`config.mk`:
```
export PLATFORM = sky130hd
export DESIGN_NAME = stbs_ctrl
export DESIGN_NICKNAME = d
export VERILOG_FILES = /design/src/hdl/stbs_pkg.sv /design/src/hdl/stbs_ctrl.sv
export SDC_FILE = /design/constraint.sdc
export NUM_CORES = 1
export LEC_CHECK = 0
export BUFFER_PORTS_ARGS = -buffer_cell sky130_fd_sc_hd__clkbuf_2
export CORE_AREA = 2 2 39 41
export DETAILED_ROUTE_END_ITERATION = 16
export DIE_AREA = 0 0 41 43
export SLEW_MARGIN = 20
export SYNTH_ARGS = -nofsm -noshare
export SYNTH_HDL_FRONTEND = slang
export SYNTH_SLANG_ARGS = --single-unit
```
`constraint.sdc`:
```
create_clock -name i_clk -period 1.3 [get_ports i_clk]
set_input_delay 0.195 -clock i_clk [delete_from_list [all_inputs] [get_ports i_clk]]
set_output_delay 0.195 -clock i_clk [all_outputs]
set_load 0.005 [all_outputs]
```
`src/hdl/stbs_pkg.sv`:
```
// Shared types and constants for the sorted table binary search unit.
// No dependencies; the files that use it refer to it by scoped names.
`default_nettype none

package stbs_pkg;

    localparam int TABLE_DEPTH_DEF = 1024;
    localparam int VALUE_W         = 32;
    localparam int INDEX_W         = 10;
    localparam int LEN_W           = 11;
    localparam int PROBE_W         = 4;
    localparam int MAX_PROBES      = 11;

    typedef enum logic {
        KIND_LOAD  = 1'b0,
        KIND_QUERY = 1'b1
    } t_kind;

    typedef enum logic [1:0] {
        ST_IDLE,
        ST_PROBE,
        ST_WRITE
    } t_state;

    // Commands from the controller to the datapath.
    typedef struct packed {
        logic load_wr;
        logic query_start;
        logic step_left;
        logic step_right;
        logic record_hit;
        logic record_miss;
        logic publish;
    } t_cmd;

    // Status from the datapath to the controller.
    typedef struct packed {
        logic len_zero;
        logic key_eq;
        logic key_lt;
        logic can_left;
        logic can_right;
        logic out_free;
    } t_sts;

endpackage

`default_nettype wire

```
`src/hdl/stbs_ctrl.sv`:
```
// Controller of the sorted table binary search unit: sequences loads,
// probes and result hand-off. Depends on stbs_pkg.
`default_nettype none

module stbs_ctrl (
    input  wire logic           i_clk,
    input  wire logic           i_rst_n,
    input  wire logic           i_in_valid,
    input  wire logic           i_kind,
    input  wire stbs_pkg::t_sts i_sts,
    output logic                o_in_ready,
    output stbs_pkg::t_cmd      o_cmd
);

    stbs_pkg::t_state r_state;
    stbs_pkg::t_state n_state;

    always_ff @(posedge i_clk) begin
        if (!i_rst_n) begin
            r_state <= stbs_pkg::ST_IDLE;
        end else begin
            r_state <= n_state;
        end
    end

    always_comb begin
        n_state = r_state;
        unique case (r_state)
            stbs_pkg::ST_IDLE: begin
                if (i_in_valid && i_kind == stbs_pkg::KIND_QUERY) begin
                    n_state = i_sts.len_zero ? stbs_pkg::ST_WRITE : stbs_pkg::ST_PROBE;
                end
            end
            stbs_pkg::ST_PROBE: begin
                if (i_sts.key_eq) begin
                    n_state = stbs_pkg::ST_WRITE;
                end else if (i_sts.key_lt ? !i_sts.can_left : !i_sts.can_right) begin
                    n_state = stbs_pkg::ST_WRITE;
                end
            end
            stbs_pkg::ST_WRITE: begin
                if (i_sts.out_free) begin
                    n_state = stbs_pkg::ST_IDLE;
                end
            end
            default: n_state = stbs_pkg::ST_IDLE;
        endcase
    end

    always_comb begin
        o_cmd      = '0;
        o_in_ready = 1'b0;
        unique case (r_state)
            stbs_pkg::ST_IDLE: begin
                o_in_ready = 1'b1;
                if (i_in_valid) begin
                    if (i_kind == stbs_pkg::KIND_QUERY) begin
                        o_cmd.query_start = 1'b1;
                    end else begin
                        o_cmd.load_wr = 1'b1;
                    end
                end
            end
            stbs_pkg::ST_PROBE: begin
                // Each probe either narrows the range and reads again or ends the search.
                if (i_sts.key_eq) begin
                    o_cmd.record_hit = 1'b1;
                end else if (i_sts.key_lt) begin
                    if (i_sts.can_left) begin
                        o_cmd.step_left = 1'b1;
                    end else begin
                        o_cmd.record_miss = 1'b1;
                    end
                end else begin
                    if (i_sts.can_right) begin
                        o_cmd.step_right = 1'b1;
                    end else begin
                        o_cmd.record_miss = 1'b1;
                    end
                end
            end
            stbs_pkg::ST_WRITE: begin
                o_cmd.publish = i_sts.out_free;
            end
            default: begin
                o_cmd = '0;
            end
        endcase
    end

endmodule

`default_nettype wire

```
==> results.cfg <==
[pwr]
power_frac_seq_pct = 26.4
power_density_nw_per_um2 = 816
max-vdd-ir-drop_mv = 0.184
p_sw_mw = 0.0719
p_clk_share_pct = 52.1
p_leak_nw = 0.163
internal_power_mw = 0.198
p_comb_share_pct = 21.5
sw_frac_of_total_pct = 26.7

[setup_path]
worstPathCellList = nand2b_4 -> nor3_1 -> clkbuf_2
crit_family = simple AND/OR/NAND/NOR gates
cp_num_buf_inv = 1
path_class = reg2out
slowest_stage = dfxtp_2
reg2reg_depth = 2
worstSetupEndpointType = output pin
critPathMaxFanout = 7
crit_cells = 3
critPathArrivalTime_ns = 1.06
endpoint = o_cmd[4]
critPathMaxStageDelay_ns = 0.34
r2r_slack_ns = 0.26
startpoint_type = flop
regToRegEndpoint = r_state[0]
cp.required_ns = 1.11
startpoint = r_state[1]
regToRegStartpoint = r_state[0]

[sta]
rsz0062_at_grt = true
worst_slew_pin_slew_ns = 0.273
max_freq_mhz = 794
fin_crit_sh_pct = 96.9
max_slew_margin_pct = 81.6
skew_ns = 0.00253
setup_viol = 0
period_needed_ns = 1.26
fin_ws_ns = 0.0407
slew_violations = 0
hold_viol = 0

[detailed_routing]
wl_met2_um = 314
drt_pre_antenna_iters = 2
maxUsedRoutingLayer = met3
routed-wl-met3_um = 34
via_count = 267
drtAntennaViolNets = 0
drtIter0Drc = 1
wl_met1_um = 211
drc = 0
drt-total-wl_um = 560
vias_per_cell = 4.31
wl_per_cell_um = 9.03

[clocking]
cts_made_buffers = 3
cts_tree = built
cts_buffer_depth = 2
clockRootBuffer = clkbuf_4
clock_latency_ns = 0.23
clkTransAtPathRegs_ns = 0.03
cts_setup_buffers = 0
cts_sinks = 2
hold_buffers = 0
htreeDepth = 1

[floorplan]
io_pins = 18
coreArea_um2 = 1380
fp.dieArea_um2 = 1760
start_util_pct = 13.1
rows = 14
die_x_um = 41
die_h_um = 43

[global_route]
grt_overflow_total = 0
grt.total_usage_pct = 8.51
grt_first_pass_wirelength_um = 910
grt_max_degree = 8
antenna_found_initial = 0
grt_pass1_vias = 241

[final_layout]
layout_common_cells = clkbuf_2 (16), nand2_1 (4), nor2_1 (3), nor3_1 (3), clkbuf_4 (3)
n_antenna_cell = 0
final_common_cell = clkbuf_2
reg_top3 = r_state (2)
syn_to_final_growth_pct = 82.1
largest-register = r_state
fillers = 158
fin_area_um2 = 330
final_util_pct = 23.9
drive_gt1_share_pct = 54.3
largest_reg_flops = 2
layout.nets = 58

[yosys]
synth_warnings = 0
synth_mux_area_share_pct = 6.21
netlist_area_um2 = 181
synth_compound_area_share_pct = 20.7
synth_top_family_by_area = simple AND/OR/NAND/NOR gates
synth_area_leaders = dfxtp_1 (22%), nor3_1 (11%), o32ai_2 (9.0%), nand2_1 (8.3%), nand2b_1 (6.9%)
syn_area_per_cell_um2 = 6.98
yosys_register_bits = 2
yosysSeqAreaShare_pct = 22.1
synth_top_cell_area_share_pct = 22.1
synth_xor_xnor_area_share_pct = 0
synth_fa_ha_area_share_pct = 0
netlist-cell-type-count = 15
syn-num-nets = 36
synth_cells = 26
yosys.area_share.simple_pct = 46.9
synth_top_area_cell = dfxtp_1

[worst_hold_path]
min_from = i_rst_n
hold_path_class = in2reg

[placement]
finalWeightedCongestion = 0.651
dpl_cell_area_um2 = 287
numPortBuffers = 17
dp_slack_ns = 0.163
hpwl_um = 452

[run]
cap_violations = 0

[outcome]
status = complete, no violations
[synth_stat cells]
cell,number
a21oi_1,1
or3_1,1
nand2b_1,2
nor2_1,3
o32ai_2,1
nand3_1,1
or2_1,1
a21o_1,1
mux2_1,1
nor3_1,4
nand2_1,4
nor4b_1,1
o32ai_1,1
dfxtp_1,2
inv_1,2
[timing repair]
item	CTS	global route
pin swaps	0	0
resized for setup	4	2
endpoints found under the setup margin	3	3
[how the worst min path moves through the flow]
stage	cells past startpoint	end	slack, ns
floorplan	2	r_state[1]	0.35
global placement	3	r_state[0]	0.52
detailed placement	3	r_state[1]	0.52
CTS	3	r_state[1]	0.27
global route	3	r_state[1]	0.28
finish	3	r_state[1]	0.27
[per-stage QoR]
stage | hold slack, ns | cells | power (mW) | TNS, ns
finish | 0.274 | 62 | 0.270 | 0
global route | 0.283 | 62 | 0.301 | -0.0406
global placement | 0.518 | 59 | 0.124 | 0
floorplan | 0.353 | 26 | 0.0951 | 0
CTS | 0.266 | 62 | 0.279 | 0
detailed placement | 0.519 | 59 | 0.125 | 0
[worst register-to-register path: stages, from the launching register on]
cell and delay, ns:
dfxtp_2 0.35, or3_1 0.40, o32ai_2 0.20
[metal layers]
layer / up-vias / GRT usage (%)
met4: 0 / 8.00
met5: - / 0
met3: 0 / 6.28
met2: 9 / 12.5
li1: 138 / -
met1: 120 / 6.69
[power groups by stage]
stage          Clock, mW  Combinational (mW)  Sequential, mW
6_report           0.140              0.0578          0.0712
5_1_grt            0.165              0.0642          0.0720
4_1_cts            0.151              0.0571          0.0711
3_5_place_dp           0              0.0544          0.0706
3_3_place_gp           0              0.0538          0.0704
2_1_floorplan          0              0.0254          0.0696
[cells by family (layout without fill, tap and decap cells)]
family / count (synthesis) / in the layout
AO/OA/AOI/OAI: 4 / 4
buffers and inverters: 2 / 22
flip-flops: 2 / 2
multiplexers: 1 / 1
AND/OR/NAND/NOR: 17 / 17
[cell type report]
| type | count | area [um^2] | share of cell area, % |
|---|---|---|---|
| clock buffer | 3 | 22.5 | 6.82 |
| timing repair buffer | 17 | 85.1 | 25.8 |
| tap | 16 | 20.0 | 6.06 |
| inverter | 2 | 7.51 | 2.27 |
| sequential | 2 | 42.5 | 12.9 |
| multi-input combinational | 22 | 153 | 46.2 |
(Power assumes the default switching activity.)
